File: config.mk
export PLATFORM = sky130hd
export DESIGN_NAME = lwt_sequencer
export DESIGN_NICKNAME = d
export VERILOG_FILES = /design/src/rtl/lwt_pkg.sv /design/src/rtl/lwt_sequencer.sv
export SDC_FILE = /design/constraint.sdc
export NUM_CORES = 1
export LEC_CHECK = 0
export ABC_AREA = 1
export BUFFER_PORTS_ARGS = -buffer_cell sky130_fd_sc_hd__buf_2
export CAP_MARGIN = 20
export CELL_PAD_IN_SITES_DETAIL_PLACEMENT = 0
export CELL_PAD_IN_SITES_GLOBAL_PLACEMENT = 1
export CORE_MARGIN = 2
export CORE_UTILIZATION = 27
export DETAILED_ROUTE_END_ITERATION = 8
export GPL_TIMING_DRIVEN = 0
export PLACE_DENSITY_LB_ADDON = 0.1
export REMOVE_ABC_BUFFERS = 1
export SYNTH_ARGS = -nofsm -noshare
export SYNTH_HDL_FRONTEND = slang
export SYNTH_SLANG_ARGS = --single-unit
File: constraint.sdc
create_clock -name clock -period 1.45 [get_ports clock]
set_clock_uncertainty 0.2 [all_clocks]
set_input_delay 0.0725 -clock clock [delete_from_list [all_inputs] [get_ports clock]]
set_output_delay 0.0725 -clock clock [all_outputs]
set_load 0.005 [all_outputs]
File: src/rtl/lwt_pkg.sv
// Shared types, control codes and constants of the LQR wheel torque controller.
package lwt_pkg;

   localparam int DATA_W    = 32;
   localparam int PROD_W    = 64;
   localparam int ACC_W     = 48;
   localparam int ACC_SHIFT = 16;
   localparam int NUM_GAINS = 6;
   localparam int CSR_IDX_W = 3;
   localparam int PC_W      = 4;

   typedef logic signed [DATA_W-1:0] fix_type;
   typedef logic signed [PROD_W-1:0] prod_type;
   typedef logic signed [ACC_W-1:0]  acc_type;

   // 0.002 in Q0.32
   localparam fix_type  OFFSET_STEP  = 32'sd8589935;
   localparam prod_type OFFSET_ROUND = 64'sd32768;

   localparam logic [CSR_IDX_W-1:0] CSR_GAIN_POSITION   = 3'd0;
   localparam logic [CSR_IDX_W-1:0] CSR_GAIN_VELOCITY   = 3'd1;
   localparam logic [CSR_IDX_W-1:0] CSR_GAIN_PITCH      = 3'd2;
   localparam logic [CSR_IDX_W-1:0] CSR_GAIN_PITCH_RATE = 3'd3;
   localparam logic [CSR_IDX_W-1:0] CSR_GAIN_YAW        = 3'd4;
   localparam logic [CSR_IDX_W-1:0] CSR_GAIN_YAW_RATE   = 3'd5;
   localparam logic [CSR_IDX_W-1:0] CSR_DRIVE_ENABLE    = 3'd6;

   localparam int GAIN_RESET [NUM_GAINS] = '{
      -488469, -385149, -1248874, -224783, 110317, 24917
   };

   localparam logic [PC_W-1:0] STEP_IDLE = 4'd0;

   typedef struct packed {
      fix_type position;
      fix_type velocity;
      fix_type pitch;
      fix_type pitch_rate;
      fix_type yaw_delta;
      fix_type yaw_delta_rate;
      fix_type target_position;
      fix_type target_velocity;
      fix_type target_yaw_delta;
   } req_data_type;

   typedef struct packed {
      fix_type left_torque;
      fix_type right_torque;
   } rsp_data_type;

   typedef enum logic [2:0] {
      ERR_HOLD,
      ERR_SPEED,
      ERR_POS,
      ERR_VEL,
      ERR_PITCH,
      ERR_PITCH_RATE,
      ERR_YAW,
      ERR_YAW_RATE
   } err_op_type;

   typedef enum logic [2:0] {
      MUL_HOLD,
      MUL_STEP,
      MUL_GAIN_POS,
      MUL_GAIN_VEL,
      MUL_GAIN_PITCH,
      MUL_GAIN_PITCH_RATE,
      MUL_GAIN_YAW,
      MUL_GAIN_YAW_RATE
   } mul_op_type;

   typedef enum logic [2:0] {
      ACC_HOLD,
      ACC_OFFSET,
      ACC_LOAD,
      ACC_ADD,
      ACC_NEG
   } acc_op_type;

   typedef enum logic [1:0] {
      FIN_HOLD,
      FIN_SAVE_BAL,
      FIN_MIX,
      FIN_LEFT
   } fin_op_type;

   typedef enum logic [1:0] {
      SEQ_NEXT,
      SEQ_WAIT_REQ,
      SEQ_PUBLISH
   } seq_op_type;

   typedef struct packed {
      err_op_type      err;
      mul_op_type      mul;
      acc_op_type      acc;
      fin_op_type      fin;
      seq_op_type      seq;
      logic [PC_W-1:0] target;
   } uword_type;

   typedef struct packed {
      logic       capture;
      logic       publish;
      err_op_type err;
      mul_op_type mul;
      acc_op_type acc;
      fin_op_type fin;
   } ctl_type;

endpackage

File: src/rtl/lwt_sequencer.sv
// Microcode sequencer: step counter, control store and handshake control.
module lwt_sequencer
   import lwt_pkg::*;
(
   input  logic    clock,
   input  logic    reset,
   input  logic    req_valid,
   output logic    req_stall,
   input  logic    rsp_stall,
   output logic    rsp_valid,
   output ctl_type ctl
);

   logic [PC_W-1:0] pc_ff, pc_in;
   logic            rsp_valid_ff, rsp_valid_in;
   uword_type       word;
   logic            slot_free;

   function automatic uword_type ucode(input logic [PC_W-1:0] pc);
      uword_type w;
      w = '{err: ERR_HOLD, mul: MUL_HOLD, acc: ACC_HOLD, fin: FIN_HOLD,
            seq: SEQ_NEXT, target: STEP_IDLE};
      unique case (pc)
         4'd0: begin
            w.seq = SEQ_WAIT_REQ;
         end
         4'd1: begin
            w.err = ERR_SPEED;
         end
         4'd2: begin
            w.mul = MUL_STEP;
         end
         4'd3: begin
            w.acc = ACC_OFFSET;
         end
         4'd4: begin
            w.err = ERR_POS;
         end
         4'd5: begin
            w.mul = MUL_GAIN_POS;
            w.err = ERR_VEL;
         end
         4'd6: begin
            w.acc = ACC_LOAD;
            w.mul = MUL_GAIN_VEL;
            w.err = ERR_PITCH;
         end
         4'd7: begin
            w.acc = ACC_ADD;
            w.mul = MUL_GAIN_PITCH;
            w.err = ERR_PITCH_RATE;
         end
         4'd8: begin
            w.acc = ACC_ADD;
            w.mul = MUL_GAIN_PITCH_RATE;
            w.err = ERR_YAW;
         end
         4'd9: begin
            w.acc = ACC_ADD;
            w.mul = MUL_GAIN_YAW;
            w.err = ERR_YAW_RATE;
         end
         4'd10: begin
            w.fin = FIN_SAVE_BAL;
            w.acc = ACC_LOAD;
            w.mul = MUL_GAIN_YAW_RATE;
         end
         4'd11: begin
            w.acc = ACC_ADD;
         end
         4'd12: begin
            w.fin = FIN_MIX;
            w.acc = ACC_NEG;
         end
         4'd13: begin
            w.fin = FIN_MIX;
         end
         4'd14: begin
            w.fin = FIN_LEFT;
         end
         4'd15: begin
            w.seq    = SEQ_PUBLISH;
            w.target = STEP_IDLE;
         end
      endcase
      return w;
   endfunction

   always_comb begin
      word         = ucode(pc_ff);
      req_stall    = reset || (pc_ff != STEP_IDLE);
      slot_free    = !rsp_valid_ff || !rsp_stall;
      pc_in        = pc_ff + 1'b1;
      ctl.capture  = 1'b0;
      ctl.publish  = 1'b0;
      ctl.err      = word.err;
      ctl.mul      = word.mul;
      ctl.acc      = word.acc;
      ctl.fin      = word.fin;
      unique case (word.seq)
         SEQ_NEXT: begin
         end
         SEQ_WAIT_REQ: begin
            ctl.capture = req_valid && !req_stall;
            if (!ctl.capture) begin
               pc_in = pc_ff;
            end
         end
         SEQ_PUBLISH: begin
            if (slot_free) begin
               ctl.publish = 1'b1;
               pc_in       = word.target;
            end else begin
               pc_in = pc_ff;
            end
         end
         default: begin
            pc_in = STEP_IDLE;
         end
      endcase
      if (ctl.publish) begin
         rsp_valid_in = 1'b1;
      end else begin
         rsp_valid_in = rsp_valid_ff && rsp_stall;
      end
   end

   always_ff @(posedge clock) begin
      if (reset) begin
         pc_ff        <= STEP_IDLE;
         rsp_valid_ff <= 1'b0;
      end else begin
         pc_ff        <= pc_in;
         rsp_valid_ff <= rsp_valid_in;
      end
   end

   assign rsp_valid = rsp_valid_ff;

endmodule

After elaboration in Yosys (flattened, before gate mapping)
Index checks and enable logic that the tools add are counted.

Flip-flop bits (word level): 5. Bits of input ports: 4. Logic and storage cells: 48.

$add $sub $neg: 1. Equal/unequal tests: 19. Muxes and demuxes: 12. Reductions and logical operators: 14.

Operators by type and width (count): $pmux W3 S7 (2); $eq A4 B4 Y1 const B (8); $eq A4 B3 Y1 const B (4); $pmux W3 S4 (1); $pmux W4 S3 (1); $eq A4 B2 Y1 const B (2); $mux W4 (2); $pmux W2 S3 (1); $add A4 B1 Y4 const B (1); $eq A4 B1 Y1 const B (1); $logic_not A4 Y1 (1); $mux W1 (4); $ne A2 B2 Y1 const B (2); $pmux W2 S2 (1); $reduce_bool A4 Y1 (1); $reduce_or A2 Y1 (2); $reduce_or A4 Y1 (1); $logic_not A1 Y1 (3); $eq A2 B1 Y1 const B (1); $eq A2 B2 Y1 const B (1); $logic_and A1 B1 Y1 (2); $logic_not A2 Y1 (1); $logic_or A1 B1 Y1 (2); $reduce_and A2 Y1 (1).

Logic depth before layout (Yosys ltp)
Gate-level depths: netlist of run 1.

Word-level depth: 6. Mapped depth: 7. Gate-level depth less buffers: 6.

Worst setup path before layout of run 1
OpenSTA, ideal clock, no wires.

Path type: register -> output. Start point: register pc_ff[0]. End point: output ctl[3] (netlist bit). Arrival time: 1.116 ns. Data required time: 1.178 ns. Path slack: 0.062 ns. Cell stages (with the launch flop): 7. Cell sequence: dfxtp_1 -> inv_1 -> ha_1 -> clkinv_1 -> nand2_1 -> o21ai_1 -> o211ai_1.

RTL lines: from (decl) (RTL line lwt_sequencer.sv:14) `logic [PC_W-1:0] pc_ff, pc_in;`; from (signal assigned) (RTL line lwt_sequencer.sv:133) `pc_ff <= pc_in;`; to (decl) (RTL line lwt_sequencer.sv:11) `output ctl_type ctl`.

==> out/qor.yml, run 1 <==
place:
  place_congestion: 0.7428
  dp_slack_ps: -219.6
  numPortBuffers: 18
  hpwl_um: 887
  placed_cells: 105
power_and_ir_drop:
  internal_power_uw: 639.8
  swShare_pct: 43.64
  p_clk_share_pct: 13.8
  ir_drop_uv: 729.3
  pwr-share-comb_pct: 64.3
  power_mw: 1.135
  p_per_area_nw_per_um2: 1413
  leakagePower_nw: 0.4097
  sequentialPowerShare_pct: 21.9
  p_sw_uw: 495.4
die:
  num_io_pins: 19
  fp.dieW_um: 45.58
  rows: 15
  start_util_pct: 27.94
  fp.coreArea_um2: 1670
  die_y_um: 45.58
  dieArea_um2: 2077
layout:
  syn2layout_area_growth_pct: 72.12
  fin_nets: 111
  final_util_pct: 48.09
  mostFrequentLayoutCell: "buf_2"
  fin_cells: 119
  drive_above_1_share_pct: 55.88
  layout_common_cells: "18 x buf_2, 13 x nand2_1, 8 x nor2_1"
  antenna_cells: 0
synth:
  synth_xor_area_share_pct: 3.753
  syn_inst: 71
  synthesis.area_um2: 466.7
  synthMuxAreaShare_pct: 0
  yosysSeqAreaShare_pct: 21.45
  synth_cell_types: 21
  syn_area_per_cell_um2: 6.573
  synth_top_family_by_area: "simple AND/OR/NAND/NOR gates"
  synthSimpleGateAreaFrac_pct: 31.64
  synth-seq-cells: 5
  synth_fa_ha_area_share_pct: 10.72
  ys_warn_count: 0
  synth-compound-area-share_pct: 19.30
clock_tree:
  cts.sinks: 5
  cts_inserted_buffers: 3
  cts-root-buf: "clkbuf_4"
  max-clock-path-buffers: 2
  cts_tree: "done"
  worstSkewPairLatency_ps: 240
  clk_pin_slew_worst_paths_ps: 40
  cts_max_level: 1
worst_setup_path:
  critical-path-slowest-cell: "dfxtp_4"
  critPathMostFrequentCell: "inv_4"
  end_kind: "primary output"
  worstPathArrival_ps: 1320
  cp_max_fo: 4
  crit_required_ps: 1180
  cp_slowest_stage_delay_ps: 390
  startpoint_type: "register"
  crit_chain: "inv_4, ha_4, inv_4, nand2_4, buf_4, nand2_2, nand2_1, buf_2"
  crit_type: "reg -> out"
timing:
  hold_viol: 0
  relSlewSlack_pct: 83.08
  drv_slew: 0
  finalSetupViolCount: 13
  tns_ps: -983.0
  setup_slack_ps: -138.2
  timing.final.crit_share_pct: 109.5
  rsz0062_at_grt: "yes"
  worst_pin_slew_ps: 253.5
  max_freq_mhz: 629.7
  period_needed_ps: 1588
global_routing:
  grt_max_degree: 8
  antenna_found_initial: 0
  grt_pass1_wl_um: 2076
  grt_usage_pct: 13.88
  grt_pass1_vias: 490
  overflow: 0
detailed_routing:
  post_drt_wl_per_cell_um: 10.89
  dr.pass1.iters: 4
  vias: 560
  drcViolationCount: 0
  postRouteAntennaNets: 0
  drt-total-wl_um: 1296
  drt-initial-drc-count: 8
  vias_per_cell: 4.706
worst_hold_path:
  hold_path_class: "in -> reg"
outcome:
  violations: "negative setup slack"
  status: "finished, violations left"
job:
  drv_cap: 0
-- power groups by stage --
stage	Sequential, mW	Clock, mW	Combinational, mW
after floorplan	0.198	0	0.283
after CTS	0.237	0.163	0.661
after global routing	0.256	0.171	0.792
after detailed placement	0.209	0	0.388
after global placement	0.209	0	0.390
final	0.249	0.157	0.730
-- repair_timing --
| item | CTS | global route |
|---|---|---|
| pin swaps | 6 | 4 |
| buffers inserted | 7 | 0 |
| gates resized for setup | 27 | 11 |
| endpoints found under the hold margin | 3 | 0 |
| setup endpoints to repair | 17 | 13 |
| hold buffers | 3 | 0 |
-- flip-flops by register name, indices dropped and copies added (netlist names) --
| name | flops |
|---|---|
| rsp_valid | 1 |
| pc_ff | 4 |
-- area by class of cell --
type | count | area [µm²]
Timing Repair Buffer | 28 | 172.7
Clock buffer | 4 | 26.28
Fill cell | 195 | 867.1
Multi-Input combinational cell | 52 | 405.4
Sequential cell | 5 | 115.1
Inverter | 13 | 62.56
Tap cell | 17 | 21.27
-- routing by layer --
metal / wire length (µm) / GRT usage [%]
met5: 0 / 0
met4: 18 / 8.824
met3: 37 / 1.190
met2: 700 / 23.66
met1: 539 / 16.43
-- synth_stat cells --
library cell	number	area, µm²
buf_6	1	11.26
o211ai_1	1	7.510
nor2_2	1	6.260
o311ai_1	1	8.760
nand3_1	4	20.02
a21oi_1	6	30.03
clkinv_1	2	7.510
nand2_2	1	6.260
clkinv_2	1	5.000
dfxtp_1	5	100.1
inv_1	8	30.03
nor2_1	10	37.54
nand2_1	16	60.06
o21ai_1	1	5.000
ha_1	4	50.05
inv_2	2	7.510
o21ai_0	2	10.01
a21boi_1	1	7.510
nand3_4	1	17.52
xor2_1	2	17.52
o211ai_4	1	21.27
-- kinds of logic (layout without fill, tap and decap cells) --
logic type | Yosys count | after routing
AOI/OAI and AO/OA | 13 | 13
xor gates and xnor gates | 2 | 2
adders and majority gates | 4 | 4
buffers and inverters | 14 | 45
DFF | 5 | 5
and+or+nand+nor | 33 | 33
-- worst max-delay path, delay by kind of cell, from the launching register on --
family                   cells  cell delay, ps
adder cells (fa/ha/maj)      1             170
buffers and inverters        4             370
flip-flops                   1             390
AND/OR/NAND/NOR              3             150
-- path summary, 6_finish.rpt --
| kind | endpoint | depth (start not counted) | from | slack [ps] |
|---|---|---|---|---|
| worst max-delay path | ctl[10] | 8 | pc_ff[1] | -140 |
| worst min-delay path | pc_ff[2] | 4 | reset | 80 |
| worst max register to register | pc_ff[0] | 7 | pc_ff[0] | 60 |
| worst min register to register | rsp_valid | 2 | rsp_valid | 290 |
-- through the flow --
stage	area, µm²	hold slack [ps]
5_1_grt	803.3	117.4
4_1_cts	758.2	75.10
6_report	803.3	81.73
2_1_floorplan	455.4	-58.43
3_5_place_dp	566.8	145.1
3_3_place_gp	566.8	144.7
No activity file was read; power rests on OpenSTA's default activity.
==> run 2, diff against run 1 <==
ABC_AREA = 0   (was 1)
CORE_UTILIZATION = 28   (was 27)
PLACE_DENSITY = 0.78   (was not set)
PLACE_DENSITY_LB_ADDON = not set   (was 0.1)
==> run 2 against run 1 <==
Against the previous run: the flow still finishes with violations (negative setup slack); first-iteration DRC count decreased by 25%; cell area decreased by 3.0%; synthesized cell count decreased by 11%; non-clock buffer count decreased by 2; combinational power decreased by 2%; routed wire length decreased by 5.4%.
==> out/qor.yml, run 2 <==
worst_setup_path:
  cp_top_family: "simple AND/OR/NAND/NOR gates"  # was flip-flops
  crit_type: "reg -> out"  # unchanged
  startpoint_type: "register"  # unchanged
  cp_slowest_stage_delay_ps: 380  # was 390 ps
  worstPathArrival_ps: 1490  # was 1320 ps
  crit_chain: "inv_4, ha_4, or3b_4, nand2b_4, nor2_1, buf_2"  # was inv_4, ha_4, inv_4, nand2_4, buf_4, nand2_2, nand2_1, buf_2
  critical-path-slowest-cell: "or3b_4"  # was dfxtp_4
  cp_max_fo: 5  # was 4
  rrSetupSlack_ps: -270  # was 60 ps
  end_kind: "primary output"  # unchanged
  path_buf_inv: 2  # was 4
  crit_required_ps: 1180  # about the same
synth:
  ys_warn_count: 0  # unchanged
  ys.flop_type: "dfxtp_1"  # unchanged
  synth_edf_count: 0  # unchanged
  synth_commonest_cells: "7 x a21oi_1, 7 x o21ai_0, 6 x nor2_1"  # was 16 x nand2_1, 10 x nor2_1, 8 x inv_1
  synth_top_area_share_pct: 21.74  # was 21.45%
  synth-seq-cells: 5  # unchanged
  syn_area_per_cell_um2: 7.309  # was 6.573 µm²
  yosys.area.top_type: "dfxtp_1"  # unchanged
  synth.area.top_cells: "dfxtp_1 22%, ha_1 11%, a21oi_1 7.6%"  # was dfxtp_1 21%, nand2_1 13%, ha_1 11%
  async_reset_ff_share_pct: 0  # unchanged
  synth_cell_types: 25  # was 21
  syn_inst: 63  # was 71
  synthesis.area_um2: 460.4  # was 466.7 µm²
  yosysSeqAreaShare_pct: 21.74  # was 21.45%
timing:
  hold_viol: 0  # unchanged
  finalSetupViolCount: 18  # was 13
  worst_pin_slew_ps: 284.0  # was 253.5 ps
  relSlewSlack_pct: 81.07  # was 83.08%
  drv_slew: 0  # unchanged
  rsz0062_at_grt: "yes"  # unchanged
  setup_slack_ps: -310.5  # was -138.2 ps
  max_freq_mhz: 568.0  # was 629.7 MHz
  timing.final.crit_share_pct: 121.4  # was 109.5%
  tns_ps: -2981  # was -983.0 ps
  period_needed_ps: 1761  # was 1588 ps
place:
  numPortBuffers: 18  # unchanged
  placed_cells: 95  # was 105
  hpwl_um: 766.9  # was 887 µm
  place_congestion: 0.7697  # was 0.7428
global_routing:
  overflow: 0  # unchanged
  grt_max_degree: 15  # was 8
  grt_pass1_wl_um: 2007  # was 2076 µm
  grt_pass1_vias: 495  # was 490
  antenna_found_initial: 0  # unchanged
  grt_usage_pct: 14.10  # was 13.88%
clock_tree:
  worstSkewPairLatency_ps: 250  # was 240 ps
  cts_tree: "done"  # unchanged
  cts_inserted_buffers: 3  # unchanged
  cts_max_level: 1  # unchanged
  cts.sinks: 5  # unchanged
  clk_pin_slew_worst_paths_ps: 50  # was 40 ps
  cts-root-buf: "clkbuf_4"  # unchanged
  max-clock-path-buffers: 2  # unchanged
detailed_routing:
  met1Wirelength_um: 528  # was 539 µm
  vias: 550  # was 560
  dr.max_layer_used: "met4"  # unchanged
  drt-initial-drc-count: 6  # was 8
  vias_per_cell: 5.140  # was 4.706
  dr.pass1.iters: 3  # was 4
  dr_wl_met2_um: 644  # was 700 µm
  wl_met3_um: 43  # was 37 µm
  drcViolationCount: 0  # unchanged
  post_drt_wl_per_cell_um: 11.46  # was 10.89 µm
  postRouteAntennaNets: 0  # unchanged
  drt-total-wl_um: 1226  # was 1296 µm
layout:
  regMostFlops: "pc_ff"  # unchanged
  drive_above_1_share_pct: 56.04  # was 55.88%
  fin_cells: 107  # was 119
  mostFrequentLayoutCell: "buf_2"  # unchanged
  antenna_cells: 0  # unchanged
  largest_reg_flops: 4  # unchanged
  syn2layout_area_growth_pct: 69.29  # was 72.12%
  fill_cells: 134  # was 195
  layout_common_cells: "17 x buf_2, 6 x a21oi_1, 5 x nand2_1, 5 x buf_4, 4 x nor2_1"  # was 18 x buf_2, 13 x nand2_1, 8 x nor2_1
  fin_nets: 100  # was 111
die:
  fp.dieW_um: 44.55  # was 45.58 µm
  fp.coreArea_um2: 1524  # was 1670 µm²
  rows: 14  # was 15
  die_y_um: 44.55  # was 45.58 µm
  num_io_pins: 19  # unchanged
  dieArea_um2: 1985  # was 2077 µm²
  start_util_pct: 30.21  # was 27.94%
outcome:
  status: "finished, violations left"  # unchanged
  violations: "negative setup slack"  # unchanged
power_and_ir_drop:
  leakagePower_nw: 0.3388  # was 0.4097 nW
  ir_drop_uv: 819.3  # was 729.3 µV
  p_per_area_nw_per_um2: 1413  # about the same
worst_hold_path:
  hold_path_class: "in -> reg"  # unchanged
job:
  drv_cap: 0  # unchanged
==> run 2: cell count changes after synthesis, moves of 2 or more <==
cell | before | now
nor2_1 | 10 | 6
and3_1 | 0 | 2
nand3_1 | 4 | 2
nand2b_1 | 0 | 2
o21ai_0 | 2 | 7
inv_1 | 8 | 5
inv_2 | 2 | 0
clkbuf_1 | 0 | 2
nor2b_1 | 0 | 3
clkinv_1 | 2 | 0
nand2_1 | 16 | 5
==> run 2: cell type report <==
| type | count | area [µm²] | area share (%) |
|---|---|---|---|
| inverters | 5 | 23.77 | 3.050 |
| repair buffers | 26 | 163.9 | 21.03 |
| clock buffers | 4 | 26.28 | 3.371 |
| well taps | 16 | 20.02 | 2.568 |
| flip-flops and latches | 5 | 110.1 | 14.13 |
| multi-input cells | 51 | 435.4 | 55.86 |
==> run 2: worst paths after layout <==
check	startpoint	end	cells after the start
max	pc_ff[1]	ctl[12]	6
min	reset	pc_ff[2]	4
max reg2reg	pc_ff[1]	pc_ff[0]	6
min reg2reg	pc_ff[1]	pc_ff[1]	2
==> run 2: worst register-to-register path, stage by stage, from the launching register on <==
cell     delay [ps]
dfxtp_4         360
inv_4            60
ha_4            120
or3b_4          380
buf_4           170
o22a_4          190
o31ai_2         160
==> run 2: cell families after synthesis <==
family | count (synthesis) | synth area share, %
compound gates | 20 | 28.80
xor+xnor | 2 | 3.805
fa+ha+maj | 4 | 10.87
buf+inv | 7 | 5.708
flops | 5 | 21.74
mux | 1 | 2.174
simple gates | 24 | 26.90
==> run 2: metrics by stage <==
stage	setup WS, ps	instance area, µm²	hold WS [ps]	power, mW	utilization (%)
detailed placement	-383.1	563.0	127.7	0.5917	36.95
finish	-310.5	779.5	22.02	1.101	51.15
global placement	-386.7	563.0	127.9	0.5922	36.95
floorplan	-262.9	452.9	-58.43	0.4887	-
global route	-386.1	779.5	19.04	1.178	51.15
CTS	-309.3	765.7	25.51	1.069	50.25
==> run 2: layer usage <==
metal,GRT usage (%),vias to the layer above
met5,0,-
met4,5.455,0
met3,4.898,2
met2,24.06,7
met1,15.89,256
li1,-,285
==> run 2: report_power, final <==
group          switching, mW  internal (mW)  leakage, nW
sequential            0.0463          0.175       0.0430
combinational          0.342          0.373        0.281
clock                 0.0613          0.104       0.0150
total                  0.449          0.652        0.339
==> run 2: repair_timing <==
item / 4_1_cts / 5_1_grt
hold endpoints to repair: 4 / 0
resized for setup: 33 / 7
pin swaps: 7 / 6
hold buffers: 3 / 0
setup buffers: 6 / 0
setup endpoints to repair: 18 / 18
==> run 3, diff against run 2 <==
==> constraint.sdc (replaced) <==
create_clock -name clock -period 1.6 [get_ports clock]
set_clock_uncertainty 0.2 [all_clocks]
set_input_delay 0.16 -clock clock [delete_from_list [all_inputs] [get_ports clock]]
set_output_delay 0.16 -clock clock [all_outputs]
set_load 0.005 [all_outputs]
==> run 3 against run 2 <==
Against the previous run: the flow still finishes with violations (negative setup slack); first-iteration DRC count rose to 2.5 times the previous value; hold slack better by 30 ps; cell count up 3.7%; via count up 4.0%; clock-buffer cell count unchanged; largest power group unchanged.
==> out/qor.yml, run 3 (synthesis gave the netlist of run 2 again) <==
global_routing:
  overflow: 0  # unchanged
  grt_pass1_wl_um: 1973  # was 2007 µm
  grt_pass1_vias: 499  # was 495
  grt_usage_pct: 13.93  # was 14.10%
  antenna_found_initial: 0  # unchanged
  grt_max_degree: 15  # unchanged
layout:
  fin_cells: 111  # was 107
  regMostFlops: "pc_ff"  # unchanged
  drive_above_1_share_pct: 60.00  # was 56.04%
  multi_input_area_um2: 447.9  # was 435.4 µm²
  layout_common_cells: "17 x buf_2, 7 x buf_4, 5 x a21oi_1, 5 x nand2_1, 4 x nor2_1"  # was 17 x buf_2, 6 x a21oi_1, 5 x nand2_1, 5 x buf_4, 4 x nor2_1
  largest_reg_flops: 4  # unchanged
  seq_area_um2: 110.1  # unchanged
  fin_nets: 104  # was 100
  antenna_cells: 0  # unchanged
  fill_cells: 136  # was 134
  mostFrequentLayoutCell: "buf_2"  # unchanged
  syn2layout_area_growth_pct: 82.34  # was 69.29%
  final_util_pct: 55.09  # was 51.15%
worst_setup_path:
  crit_type: "reg -> out"  # unchanged
  startpoint_type: "register"  # unchanged
  crit_required_ps: 1240  # was 1180 ps
  worstPathArrival_ps: 1500  # was 1490 ps
  cp_max_fo: 4  # was 5
  end_kind: "primary output"  # unchanged
timing:
  relSlewSlack_pct: 78.16  # was 81.07%
  drv_slew: 0  # unchanged
  hold_viol: 0  # unchanged
  max_freq_mhz: 536.4
  finalSetupViolCount: 17  # was 18
  timing.final.crit_share_pct: 116.5
  period_needed_ps: 1864
  setup_slack_ps: -264.2  # was -310.5 ps
  worst_pin_slew_ps: 327.7  # was 284.0 ps
  tns_ps: -2184  # was -2981 ps
  rsz0062_at_grt: "yes"  # unchanged
job:
  drv_cap: 0  # unchanged
power_and_ir_drop:
  leakagePower_nw: 0.3663  # was 0.3388 nW
  ir_drop_uv: 755.8  # was 819.3 µV
  p_per_area_nw_per_um2: 1247  # was 1413 nW/µm²
die:
  fp.dieW_um: 44.55  # unchanged
  fp.coreArea_um2: 1524  # unchanged
  num_io_pins: 19  # unchanged
  dieArea_um2: 1985  # unchanged
  rows: 14  # unchanged
  start_util_pct: 30.21  # unchanged
  die_y_um: 44.55  # unchanged
place:
  placed_cells: 95  # unchanged
  place_congestion: 0.7697  # unchanged
  hpwl_um: 766.9  # unchanged
  numPortBuffers: 18  # unchanged
clock_tree:
  cts_max_level: 1  # unchanged
  max-clock-path-buffers: 2  # unchanged
  worstSkewPairLatency_ps: 250  # about the same
  cts.sinks: 5  # unchanged
  cts_inserted_buffers: 3  # unchanged
  cts_tree: "done"  # unchanged
  cts-root-buf: "clkbuf_4"  # unchanged
  clk_pin_slew_worst_paths_ps: 40  # was 50 ps
detailed_routing:
  vias: 572  # was 550
  dr.pass1.iters: 2  # was 3
  drt-total-wl_um: 1431  # was 1226 µm
  post_drt_wl_per_cell_um: 12.89  # was 11.46 µm
  vias_per_cell: 5.153  # was 5.140
  drcViolationCount: 0  # unchanged
  drt-initial-drc-count: 15  # was 6
  postRouteAntennaNets: 0  # unchanged
outcome:
  violations: "negative setup slack"  # unchanged
  status: "finished, violations left"  # unchanged
worst_hold_path:
  hold_path_class: "in -> reg"  # unchanged
## run 3: layout make-up
class | count | share of cell area, %
inverter | 5 | 2.832
multi-input combinational | 51 | 53.35
clock buffer | 4 | 3.130
tap | 16 | 2.385
sequential | 5 | 13.11
timing repair buffer | 30 | 25.19
## run 3: what timing repair did
item                                    4_1_cts  5_1_grt
hold buffers                                  2        0
pin swaps                                     6        6
cloned                                        0        0
endpoints found under the setup margin       18       18
endpoints found under the hold margin         3        0
gates resized for setup                      32       12
buffers inserted                              6        5
## run 3: where the power goes
group | internal, mW | switching, mW | leakage [nW]
logic | 0.366 | 0.325 | 0.308
clock network | 0.0946 | 0.0558 | 0.0150
registers | 0.158 | 0.0478 | 0.0430
## run 3: metrics by stage
step	area (µm²)	hold slack [ps]	worst slack [ps]	total power, mW
6_report	839.6	52.10	-264.2	1.047
5_1_grt	839.6	71.46	-328.0	1.116
4_1_cts	753.2	55.17	-246.8	0.9623
3_5_place_dp	563.0	215.2	-293.1	0.5362
3_3_place_gp	563.0	215.4	-292.2	0.5367
2_1_floorplan	452.9	29.07	-135.5	0.4429
## run 3: final timing paths
kind,slack (ps),from,cells past startpoint,to
min,50,req_valid,3,pc_ff[0]
max,-260,pc_ff[1],6,ctl[12]
max reg2reg,-230,pc_ff[1],7,pc_ff[0]
min reg2reg,300,pc_ff[1],2,pc_ff[1]
## run 3: critical path: stages (launching register included)
cell,delay (ps)
dfxtp_4,350
inv_4,60
ha_4,120
or3b_4,390
nand2b_4,150
nor2_1,70
buf_2,110
## run 3: per-layer routing
layer | track usage (%) | routed length [µm] | vias up
met2 | 25.22 | 730 | 7
met4 | 5.455 | 11 | 0
met1 | 14.43 | 631 | 274
met5 | 0 | 0 | -
met3 | 4.898 | 57 | 2
li1 | - | - | 289
